### src/ibqdp_pkg.sv
// Shared constants and types for the INT4 block-quantized dot product.
package ibqdp_pkg;

    localparam int LEN_W     = 13;
    localparam int BYTE_W    = 8;
    localparam int ACT_W     = 16;
    localparam int NIB_W     = 4;
    localparam int NIB_SHIFT = 4;
    localparam int W_W       = NIB_W + 1;
    localparam int PROD_W    = 2 * ACT_W;
    localparam int TERM_W    = PROD_W + W_W;
    localparam int SUM_W     = 47;

    localparam logic [NIB_W-1:0]      NIB_MASK = 4'hF;
    localparam logic signed [W_W-1:0] NIB_BIAS = 5'sd8;

    localparam logic [LEN_W-1:0] ROW_LENGTH_RESET = 13'd4096;

    localparam int DEF_BLOCK_SIZE = 32;
    localparam int DEF_MAX_ROW    = 4096;

    typedef struct packed {
        logic signed [W_W-1:0]   w;
        logic signed [ACT_W-1:0] act;
        logic signed [ACT_W-1:0] scale;
    } t_lane_in;

    typedef struct packed {
        logic valid;
        logic last;
    } t_ctl;

endpackage

### src/ibqdp_front.sv
// Input stage: row position, block scale tracking and lane operand setup.
module ibqdp_front #(
    parameter int BLOCK_SIZE = ibqdp_pkg::DEF_BLOCK_SIZE,
    parameter int MAX_ROW    = ibqdp_pkg::DEF_MAX_ROW
) (
    input  logic                                  i_clk,
    input  logic                                  i_rst_n,
    input  logic                                  i_advance,
    input  logic                                  i_in_valid,
    input  logic        [ibqdp_pkg::BYTE_W-1:0]   i_weight_byte,
    input  logic signed [ibqdp_pkg::ACT_W-1:0]    i_act_even,
    input  logic signed [ibqdp_pkg::ACT_W-1:0]    i_act_odd,
    input  logic signed [ibqdp_pkg::ACT_W-1:0]    i_block_scale,
    input  logic        [ibqdp_pkg::LEN_W-1:0]    i_row_length,
    output ibqdp_pkg::t_ctl                       o_ctl,
    output ibqdp_pkg::t_lane_in                   o_even,
    output ibqdp_pkg::t_lane_in                   o_odd
);

    localparam int OFF_W = $clog2(BLOCK_SIZE + 2);
    localparam logic [OFF_W-1:0] BLK      = OFF_W'(BLOCK_SIZE);
    localparam logic [OFF_W-1:0] BLK_LAST = OFF_W'(BLOCK_SIZE - 1);
    localparam logic [OFF_W-1:0] OFF_STEP = OFF_W'(2);

    logic                                  accept;
    logic        [ibqdp_pkg::LEN_W-1:0]    len;
    logic        [ibqdp_pkg::LEN_W:0]      pos1;
    logic        [ibqdp_pkg::LEN_W:0]      pos2;
    logic                                  odd_counts;
    logic                                  row_done;
    logic signed [ibqdp_pkg::ACT_W-1:0]    s_even;
    logic signed [ibqdp_pkg::ACT_W-1:0]    s_odd;
    logic        [OFF_W-1:0]               off_sum;
    logic        [ibqdp_pkg::BYTE_W-1:0]   hi_byte;
    logic signed [ibqdp_pkg::W_W-1:0]      w_even;
    logic signed [ibqdp_pkg::W_W-1:0]      w_odd;

    logic        [ibqdp_pkg::LEN_W-1:0]    r_pos;
    logic        [ibqdp_pkg::LEN_W-1:0]    n_pos;
    logic        [OFF_W-1:0]               r_off;
    logic        [OFF_W-1:0]               n_off;
    logic signed [ibqdp_pkg::ACT_W-1:0]    r_held_scale;
    logic signed [ibqdp_pkg::ACT_W-1:0]    n_held_scale;
    ibqdp_pkg::t_ctl                       r_ctl;
    ibqdp_pkg::t_lane_in                   r_even;
    ibqdp_pkg::t_lane_in                   r_odd;

    assign accept = i_in_valid & i_advance;

    always_comb begin
        priority if (i_row_length == '0) begin
            len = ibqdp_pkg::LEN_W'(1);
        end else if (i_row_length > ibqdp_pkg::LEN_W'(MAX_ROW)) begin
            len = ibqdp_pkg::LEN_W'(MAX_ROW);
        end else begin
            len = i_row_length;
        end
    end

    assign pos1       = {1'b0, r_pos} + (ibqdp_pkg::LEN_W + 1)'(1);
    assign pos2       = {1'b0, r_pos} + (ibqdp_pkg::LEN_W + 1)'(2);
    assign odd_counts = pos1 < {1'b0, len};
    assign row_done   = pos2 >= {1'b0, len};

    assign s_even = (r_off == '0) ? i_block_scale : r_held_scale;
    assign s_odd  = (r_off == BLK_LAST) ? i_block_scale : s_even;

    assign hi_byte = i_weight_byte >> ibqdp_pkg::NIB_SHIFT;
    assign w_even  = $signed({1'b0, i_weight_byte[ibqdp_pkg::NIB_W-1:0] & ibqdp_pkg::NIB_MASK})
                     - ibqdp_pkg::NIB_BIAS;
    assign w_odd   = $signed({1'b0, hi_byte[ibqdp_pkg::NIB_W-1:0] & ibqdp_pkg::NIB_MASK})
                     - ibqdp_pkg::NIB_BIAS;

    assign off_sum = r_off + OFF_STEP;

    always_comb begin
        n_pos        = r_pos;
        n_off        = r_off;
        n_held_scale = r_held_scale;
        if (accept) begin
            n_held_scale = odd_counts ? s_odd : s_even;
            if (row_done) begin
                n_pos = '0;
                n_off = '0;
            end else begin
                n_pos = pos2[ibqdp_pkg::LEN_W-1:0];
                n_off = (off_sum >= BLK) ? off_sum - BLK : off_sum;
            end
        end
    end

    always_ff @(posedge i_clk) begin
        if (!i_rst_n) begin
            r_pos        <= '0;
            r_off        <= '0;
            r_held_scale <= '0;
            r_ctl        <= '0;
        end else begin
            r_pos        <= n_pos;
            r_off        <= n_off;
            r_held_scale <= n_held_scale;
            if (i_advance) begin
                r_ctl.valid <= accept;
                r_ctl.last  <= row_done;
            end
        end
    end

    always_ff @(posedge i_clk) begin
        if (accept) begin
            r_even.w     <= w_even;
            r_even.act   <= i_act_even;
            r_even.scale <= s_even;
            r_odd.w      <= odd_counts ? w_odd : '0;
            r_odd.act    <= i_act_odd;
            r_odd.scale  <= s_odd;
        end
    end

    assign o_ctl  = r_ctl;
    assign o_even = r_even;
    assign o_odd  = r_odd;

endmodule

### src/ibqdp_lane.sv
// One multiply lane: activation times scale, then times the signed nibble.
module ibqdp_lane (
    input  logic                                 i_clk,
    input  logic                                 i_advance,
    input  ibqdp_pkg::t_lane_in                  i_lane,
    output logic signed [ibqdp_pkg::TERM_W-1:0]  o_term
);

    logic signed [ibqdp_pkg::PROD_W-1:0] prod;
    logic signed [ibqdp_pkg::W_W-1:0]    r_w;
    logic signed [ibqdp_pkg::PROD_W-1:0] r_prod;
    logic signed [ibqdp_pkg::TERM_W-1:0] r_term;

    assign prod = i_lane.act * i_lane.scale;

    always_ff @(posedge i_clk) begin
        if (i_advance) begin
            r_w    <= i_lane.w;
            r_prod <= prod;
            r_term <= r_w * r_prod;
        end
    end

    assign o_term = r_term;

endmodule

### src/ibqdp_merge.sv
// Merge stage: sum both lane terms into the row accumulator and hold the result.
module ibqdp_merge (
    input  logic                                 i_clk,
    input  logic                                 i_rst_n,
    input  ibqdp_pkg::t_ctl                      i_ctl,
    input  logic signed [ibqdp_pkg::TERM_W-1:0]  i_term_even,
    input  logic signed [ibqdp_pkg::TERM_W-1:0]  i_term_odd,
    input  logic                                 i_out_stall,
    output logic                                 o_advance,
    output logic                                 o_out_valid,
    output logic signed [ibqdp_pkg::SUM_W-1:0]   o_dot_value
);

    logic                                hold;
    logic                                emit;
    logic signed [ibqdp_pkg::SUM_W-1:0]  total;
    logic signed [ibqdp_pkg::SUM_W-1:0]  r_sum;
    logic signed [ibqdp_pkg::SUM_W-1:0]  n_sum;
    logic                                r_out_valid;
    logic                                n_out_valid;
    logic signed [ibqdp_pkg::SUM_W-1:0]  r_dot;

    assign hold  = r_out_valid & i_out_stall & i_ctl.valid & i_ctl.last;
    assign emit  = i_ctl.valid & i_ctl.last & ~hold;
    assign total = r_sum + ibqdp_pkg::SUM_W'(i_term_even) + ibqdp_pkg::SUM_W'(i_term_odd);

    always_comb begin
        n_sum       = r_sum;
        n_out_valid = r_out_valid & i_out_stall;
        if (i_ctl.valid && !hold) begin
            n_sum = i_ctl.last ? '0 : total;
        end
        if (emit) begin
            n_out_valid = 1'b1;
        end
    end

    always_ff @(posedge i_clk) begin
        if (!i_rst_n) begin
            r_sum       <= '0;
            r_out_valid <= 1'b0;
        end else begin
            r_sum       <= n_sum;
            r_out_valid <= n_out_valid;
        end
    end

    always_ff @(posedge i_clk) begin
        if (emit) begin
            r_dot <= total;
        end
    end

    assign o_advance   = ~hold;
    assign o_out_valid = r_out_valid;
    assign o_dot_value = r_dot;

endmodule

### src/int4_block_quant_dot_product.sv
// Top level of the INT4 block-quantized dot product.
//
// Input channel (i_in_valid / o_in_stall): one transaction per packed weight
// byte with its even and odd activations and the scale of the current block.
// The scale is sampled on the element that starts a block. Output channel
// (o_out_valid / i_out_stall): one transaction per finished row, carrying the
// exact 47-bit dot product. Configuration channel (i_cfg_valid / o_cfg_ready)
// writes the row length; write it only while no row is in flight.
// Throughput: one input transaction per cycle while o_in_stall is low.
// Each item passes an input stage, two multiply stages in each of the even
// and odd lanes, and one accumulator add, and the row's result is then
// registered onto o_out_valid.
// When the receiver stalls, the finished result waits in the output register
// and the pipeline keeps accepting; o_in_stall rises only when the next row's
// last item reaches the accumulator while that result is still not taken.
// Reset (synchronous, active low) clears the row position, held scale,
// accumulator and all valid flags, and sets the row length to 4096.
module int4_block_quant_dot_product #(
    parameter int BLOCK_SIZE = ibqdp_pkg::DEF_BLOCK_SIZE,
    parameter int MAX_ROW    = ibqdp_pkg::DEF_MAX_ROW
) (
    input  logic                                 i_clk,
    input  logic                                 i_rst_n,
    input  logic                                 i_in_valid,
    output logic                                 o_in_stall,
    input  logic        [ibqdp_pkg::BYTE_W-1:0]  i_weight_byte,
    input  logic signed [ibqdp_pkg::ACT_W-1:0]   i_act_even,
    input  logic signed [ibqdp_pkg::ACT_W-1:0]   i_act_odd,
    input  logic signed [ibqdp_pkg::ACT_W-1:0]   i_block_scale,
    output logic                                 o_out_valid,
    input  logic                                 i_out_stall,
    output logic signed [ibqdp_pkg::SUM_W-1:0]   o_dot_value,
    input  logic                                 i_cfg_valid,
    output logic                                 o_cfg_ready,
    input  logic        [ibqdp_pkg::LEN_W-1:0]   i_cfg_data
);

    logic                                 advance;
    logic        [ibqdp_pkg::LEN_W-1:0]   r_row_length;
    ibqdp_pkg::t_ctl                      ctl0;
    ibqdp_pkg::t_ctl                      r_ctl1;
    ibqdp_pkg::t_ctl                      r_ctl2;
    ibqdp_pkg::t_lane_in                  lane_even;
    ibqdp_pkg::t_lane_in                  lane_odd;
    logic signed [ibqdp_pkg::TERM_W-1:0]  term_even;
    logic signed [ibqdp_pkg::TERM_W-1:0]  term_odd;

    assign o_cfg_ready = 1'b1;
    assign o_in_stall  = ~advance;

    always_ff @(posedge i_clk) begin
        if (!i_rst_n) begin
            r_row_length <= ibqdp_pkg::ROW_LENGTH_RESET;
            r_ctl1       <= '0;
            r_ctl2       <= '0;
        end else begin
            if (i_cfg_valid && o_cfg_ready) begin
                r_row_length <= i_cfg_data;
            end
            if (advance) begin
                r_ctl1 <= ctl0;
                r_ctl2 <= r_ctl1;
            end
        end
    end

    ibqdp_front #(
        .BLOCK_SIZE (BLOCK_SIZE),
        .MAX_ROW    (MAX_ROW)
    ) u_front (
        .i_clk         (i_clk),
        .i_rst_n       (i_rst_n),
        .i_advance     (advance),
        .i_in_valid    (i_in_valid),
        .i_weight_byte (i_weight_byte),
        .i_act_even    (i_act_even),
        .i_act_odd     (i_act_odd),
        .i_block_scale (i_block_scale),
        .i_row_length  (r_row_length),
        .o_ctl         (ctl0),
        .o_even        (lane_even),
        .o_odd         (lane_odd)
    );

    ibqdp_lane u_lane_even (
        .i_clk     (i_clk),
        .i_advance (advance),
        .i_lane    (lane_even),
        .o_term    (term_even)
    );

    ibqdp_lane u_lane_odd (
        .i_clk     (i_clk),
        .i_advance (advance),
        .i_lane    (lane_odd),
        .o_term    (term_odd)
    );

    ibqdp_merge u_merge (
        .i_clk       (i_clk),
        .i_rst_n     (i_rst_n),
        .i_ctl       (r_ctl2),
        .i_term_even (term_even),
        .i_term_odd  (term_odd),
        .i_out_stall (i_out_stall),
        .o_advance   (advance),
        .o_out_valid (o_out_valid),
        .o_dot_value (o_dot_value)
    );

endmodule
### config.mk
export PLATFORM = sky130hd
export DESIGN_NAME = int4_block_quant_dot_product
export DESIGN_NICKNAME = d
export VERILOG_FILES = /design/src/ibqdp_pkg.sv /design/src/ibqdp_front.sv /design/src/ibqdp_lane.sv /design/src/ibqdp_merge.sv /design/src/int4_block_quant_dot_product.sv
export SDC_FILE = /design/constraint.sdc
export NUM_CORES = 2
export LEC_CHECK = 0
export BUFFER_PORTS_ARGS = -buffer_cell sky130_fd_sc_hd__buf_2
export CAP_MARGIN = 20
export CORE_MARGIN = 5
export CORE_UTILIZATION = 34
export DETAILED_ROUTE_END_ITERATION = 7
export PLACE_DENSITY = 0.48
export SLEW_MARGIN = 5
export SYNTH_ARGS = -nofsm -noshare
export SYNTH_HDL_FRONTEND = slang
export SYNTH_SLANG_ARGS = --single-unit
### constraint.sdc
create_clock -name i_clk -period 8.7 [get_ports i_clk]
set_clock_uncertainty 0.1 [all_clocks]
set_input_delay 0 -clock i_clk [delete_from_list [all_inputs] [get_ports i_clk]]
set_output_delay 0 -clock i_clk [all_outputs]
set_load 0.01 [all_outputs]
* After elaboration in Yosys (flattened, before gate mapping)
Index checks and enable logic that the tools add are counted.
** Word-level totals
- Bits in registers :: 371
- Input port bits :: 74
- Output and inout port bits :: 50
** Cells by class
- Add/sub/neg operators :: 8
- Multiply operators :: 4
- Order comparisons :: 4
- Eq/ne operators :: 1
- Muxes and demuxes :: 10
- Bitwise operators :: 7
- Reduce and logical (&&, ||, !) cells :: 4
** Operator list (number)
- 47-bit by 37-bit adder with 47-bit output :: 2
- 5-bit by 32-bit multiplier with 37-bit output :: 2
- 16-bit by 16-bit multiplier with 32-bit output :: 2
- 16-bit 2-to-1 mux :: 3
- 47-bit 2-to-1 mux :: 1
- 13-bit 2-to-1 mux :: 3
- 13-bit by 1-bit adder with 14-bit output, second input constant :: 1
- 13-bit by 2-bit adder with 14-bit output, second input constant :: 1
- 14-bit by 13-bit greater-or-equal comparator with 1-bit output :: 1
- 14-bit by 13-bit < comparator with 1-bit output :: 1
- 13-bit greater-than comparator, second input constant :: 1
- 13-bit zero test :: 1
- 6-bit 2-to-1 mux :: 2
- 4-bit by 4-bit subtractor with 5-bit output, second input constant :: 2
- 6-bit by 2-bit adder with 6-bit output, second input constant :: 1
- 1-bit AND :: 6
- 6-bit by 5-bit == test with 1-bit output, second input constant :: 1
- 6-bit greater-or-equal comparator, second input constant :: 1
- 6-bit zero test :: 1
- 6-bit subtractor, second input constant :: 1
- 1-bit logical AND :: 1
- 1-bit zero test :: 1
- 1-bit 2-to-1 mux :: 1
- 1-bit inverter :: 1

* Logic depth before layout (Yosys ltp)
- Word-level depth :: 6
- Depth in mapped cells :: 25
- Gate-level depth less buffers :: 24

* Hierarchy
From an unflattened synthesis, not the netlist that was laid out.
** Unflattened totals
- Cells, all modules :: 4733
- Area, all modules :: 47475.5 um2
** Modules (own cells, without submodules)
- ibqdp_lane (u_lane_even) :: instances 1, cells an instance 1830, area each 17656.9 um2, seq. area each 2222.1 um2
- ibqdp_lane (u_lane_odd) :: instances 1, cells an instance 1814, area each 17474.3 um2, seq. area each 2222.1 um2
- ibqdp_merge :: instances 1, cells an instance 619, area each 6777.8 um2, seq. area each 2372.3 um2
- ibqdp_front :: instances 1, cells an instance 412, area each 4897.2 um2, seq. area each 2862.7 um2
- int4_block_quant_dot_product :: instances 1, cells an instance 58, area each 669.4 um2, seq. area each 340.3 um2

* Least setup slack after synthesis
OpenSTA, ideal clock, no wires.
- Path type :: flip-flop to flip-flop
- Start point :: reg u_merge.r_out_valid, in the netlist u_merge.o_out_valid
- End point :: reg u_front.r_even (netlist bit u_front.o_even[0]) (enable)
- Setup time :: 0.688 ns
- Arrival :: 7.235 ns
- Required time :: 7.912 ns
- Setup slack :: 0.678 ns
- Stages on the path, launching flop included :: 6
- Clock period less this slack :: 8.022 ns
- Path through :: dfxtp_1 -> nand4_1 -> nand2_1 -> clkbuf_1 -> inv_1 -> clkbuf_1
** On the way
- Longest elaborated chain between the ends :: 5
** RTL lines
- from (decl) :: RTL line ibqdp_merge.sv:19 : logic r_out_valid;
- from (signal assigned) :: RTL line ibqdp_merge.sv:44 : r_out_valid <= n_out_valid;
- 1-bit AND (3 in series) :: RTL line ibqdp_merge.sv:23 : assign hold = r_out_valid & i_out_stall & i_ctl.valid & i_ctl.last;
- 1-bit inverter :: RTL line ibqdp_merge.sv:54 : assign o_advance = ~hold;
- 1-bit AND :: RTL line ibqdp_front.sv:48 : assign accept = i_in_valid & i_advance;
- named net u_front.accept :: RTL line ibqdp_front.sv:25 : logic accept;
- to (decl) :: RTL line ibqdp_front.sv:45 : ibqdp_pkg::t_lane_in r_even;
The timed path passes the listed nets, and every way through them passes these cells.
A chain may end at the register's enable or synchronous reset.

* Worst setup path in the final report
- Start point :: reg u_front.r_even (netlist bit u_front.o_even[26])
- End point :: reg u_lane_even.r_prod[30] (netlist bit) (data pin)
** On the way
- Longest elaborated chain between the ends :: 1
** RTL lines
- 16-bit by 16-bit multiplier with 32-bit output :: RTL line ibqdp_lane.sv:14 : assign prod = i_lane.act * i_lane.scale;
- named net u_lane_even.prod (one bit) :: RTL line ibqdp_lane.sv:9 : logic signed [ibqdp_pkg::PROD_W-1:0] prod;
- to (signal assigned) :: RTL line ibqdp_lane.sv:19 : r_prod <= prod;
- to (decl) :: RTL line ibqdp_lane.sv:11 : logic signed [ibqdp_pkg::PROD_W-1:0] r_prod;
The timed path passes the listed nets, and every way through them passes these cells.

==> impl_metrics.toml <==
[status]
status = "completed"

[flow_run]
maxCapViolations = 0

[sta]
maxSlewViolCount = 0
fmax_ghz = 0.140
setup_violations = 0
max_slew_margin = 0.268
period_share = 0.823
rsz0062_at_grt = "no"
worst_pin_slew_ns = 1.09
fin_ws_ns = 1.54
period_needed_ns = 7.16
setup_tns_ns = 0
finalHoldViolCount = 0

[critical_path]
arrival_ns = 7.43
regToRegSetupSlack_ns = 1.54
reg2regPathDepth = 19
worstSetupPathType = "reg -> reg"
end_kind = "flop"
r2r_end = "u_lane_even.r_prod[30]$_DFFE_PN_"
worstPathMaxFanout = 16
rr_startpoint = "u_front.o_even[26]$_DFFE_PP_"
critPathRequiredTime_ns = 8.96
start_kind = "flop"

[place]
dp_hpwl_um = 94500
place.gp.congestion = 0.835
port-buffer-count = 122
dp_slack_ns = 1.56

[floorplan]
die_width_um = 379
core_area_mm2 = 0.135
dieArea_mm2 = 0.143
dieHeight_um = 379
ios = 124
rows = 135
start_util = 0.342

[clock_network]
cts_tree = "built"
cts_htree_levels = 2
clock_latency_ns = 0.65
cts_buffer_depth = 3
clk_pin_slew_ns = 0.06
cts_root_buffer = "clkbuf_16"
cts_inserted_buffers = 46
cts.sinks = 365

[hold_path]
hold_depth = 3
min_to = "u_front.o_even[35]$_DFFE_PP_"
hp-class = "in -> reg"
min_from = "i_weight_byte[3]"

[synthesis]
yosysSeqAreaShare = 0.216
syn_area_mm2 = 0.0462
syn_nets = 5744
async_flop_share = 0
ys_top_cells_by_area = "fa_1, edfxtp_1, ha_1"
synth-main-ff-cell = "edfxtp_1"
synth.top_cell.area_share = 0.333
ys_warn_count = 0
ys_ff_latch = 365
synth_top_area_cell = "fa_1"
avgSynthCellArea_um2 = 10.2
yosysUniqueCellTypes = 87
synth_edf_count = 265
syn_inst = 4529

[global_routing]
grt_pass1_vias = 32800
antenna_found_initial = 3
grt_usage = 0.167
grt_pass1_wl_um = 189000
gr-total-overflow = 0
grt_start_max_net_pins = 76

[cells_and_area]
nets = 5905
drive_gt1_frac = 0.0613
fill_cells = 13500
multi_input_area_mm2 = 0.0326
syn_to_final_growth_pct = 11.3
seq_area_mm2 = 0.00996
fin_util = 0.380

[drt]
drt_iter0_drc = 1718
drc_errors = 0
ant_nets = 0
vias = 30700
wirelength_um = 116000
routedWlPerCell_um = 17.7
vias_per_cell = 4.71
drt_pre_antenna_iters = 5
routing by layer:
metal  part of all wire  global-route usage  routed length, um  vias up
met5                  0                   0                  0        -
met4              0.021              0.0357               2400        0
met3              0.042              0.0226               4860       87
met2               0.41               0.246              47600      539
met1               0.53               0.261              60700    15400
li1                   -                   -                  -    14700
cells in the mapped netlist (all sizes together) (20+ instances only):
cell	number
nor3b	20
a22oi	26
clkbuf	137
o21ai	90
o21a	24
xor2	61
nor2	129
inv	816
edfxtp	265
dfxtp	100
nand3	25
a21o	95
nor2b	55
a22o	31
a21oi	144
fa	769
o21bai	24
and2	392
mux2	34
xnor2	135
nand2	456
nand2b	94
and3	24
ha	372
stage by stage:
stage	instances	hold WS (ns)	area, um^2
final	6510	0.0698	51400
after global routing	6509	0.0529	51400
after CTS	6508	0.0227	51400
after detailed placement	6300	0.0781	48600
after global placement	6299	0.0766	48600
after floorplan	4529	-0.00113	46200
how the worst max path moves through the flow:
stage | startpoint | end | slack [ns]
floorplan | u_merge.o_out_valid$_SDFF_PN0_ | u_front.o_even[0]$_DFFE_PP_ | 0.68
global placement | u_front.o_even[1]$_DFFE_PP_ | u_lane_even.r_prod[30]$_DFFE_PN_ | 1.62
detailed placement | u_front.o_even[26]$_DFFE_PP_ | u_lane_even.r_prod[30]$_DFFE_PN_ | 1.56
CTS | u_front.o_even[26]$_DFFE_PP_ | u_lane_even.r_prod[30]$_DFFE_PN_ | 1.50
global route | u_front.o_even[1]$_DFFE_PP_ | u_lane_even.r_prod[30]$_DFFE_PN_ | 1.15
finish | u_front.o_even[26]$_DFFE_PP_ | u_lane_even.r_prod[30]$_DFFE_PN_ | 1.54
logic make-up (layout without fill, tap and decap cells):
group,after synthesis,after routing,share of synthesized area
and+or+nand+nor,1258,1258,0.140
adders and majority gates,1141,1141,0.434
buffers and inverters,966,1165,0.0788
AOI/OAI and AO/OA,556,556,0.0837
DFF,365,365,0.216
xor gates and xnor gates,196,196,0.0373
muxes,46,46,0.0109
other,1,2,0.0000811
worst max-delay path, stage by stage, from the launching register on:
cell	delay (ns)
edfxtp_1	0.81
nand2_1	0.19
fa_1	0.56
fa_1	0.58
fa_1	0.45
fa_1	0.55
inv_1	0.05
fa_1	0.49
fa_1	0.46
ha_1	0.37
a21o_1	0.20
a21o_1	0.16
a21o_1	0.18
a2111oi_1	0.59
o21bai_1	0.21
o211ai_1	0.28
nand3_1	0.14
a31o_2	0.25
a21oi_1	0.16
xnor2_1	0.08
flip-flops by register name (all words and copies together), names as in the netlist:
register,cells
u_merge.o_dot_value,47
u_merge.r_sum,47
u_lane_even.o_term,37
u_lane_odd.o_term,37
u_front.o_even,36
u_front.o_odd,36
u_lane_even.r_prod,32
u_lane_odd.r_prod,32
u_front.r_held_scale,16
r_row_length,13
u_front.r_pos,12
u_front.r_off,5
u_lane_even.r_w,4
u_lane_odd.r_w,4
r_ctl1,2
r_ctl2,2
u_front.o_ctl,2
u_merge.o_out_valid,1
cell usage in the layout, fill, tap and decap left out, types with 122 or more instances in the layout:
master	n
dlygate4sd3_1	122
xnor2_1	134
inv_1	815
a21oi_1	141
ha_1	372
and2_1	391
fa_1	769
nand2_1	456
buf_2	122
edfxtp_1	265
nor2_1	128
cell type report:
cell class              count  share of cell area
inverters                 816              0.0596
well taps                1781              0.0433
clock inverters            25             0.00516
multi-input cells        3198               0.634
clock buffers              61              0.0245
flip-flops and latches    365               0.194
repair buffers            263              0.0392
diodes                      1           0.0000487
repair_timing:
| item | CTS | global route |
|---|---|---|
| gates resized for setup | 0 | 0 |
| hold buffers | 122 | 0 |
| buffers inserted | 0 | 0 |
| endpoints found under the hold margin | 185 | 0 |
| endpoints found under the setup margin | 0 | 0 |
Power is not shown: default switching activity piles up to over one toggle a cycle in this logic, so the estimate is an artifact.
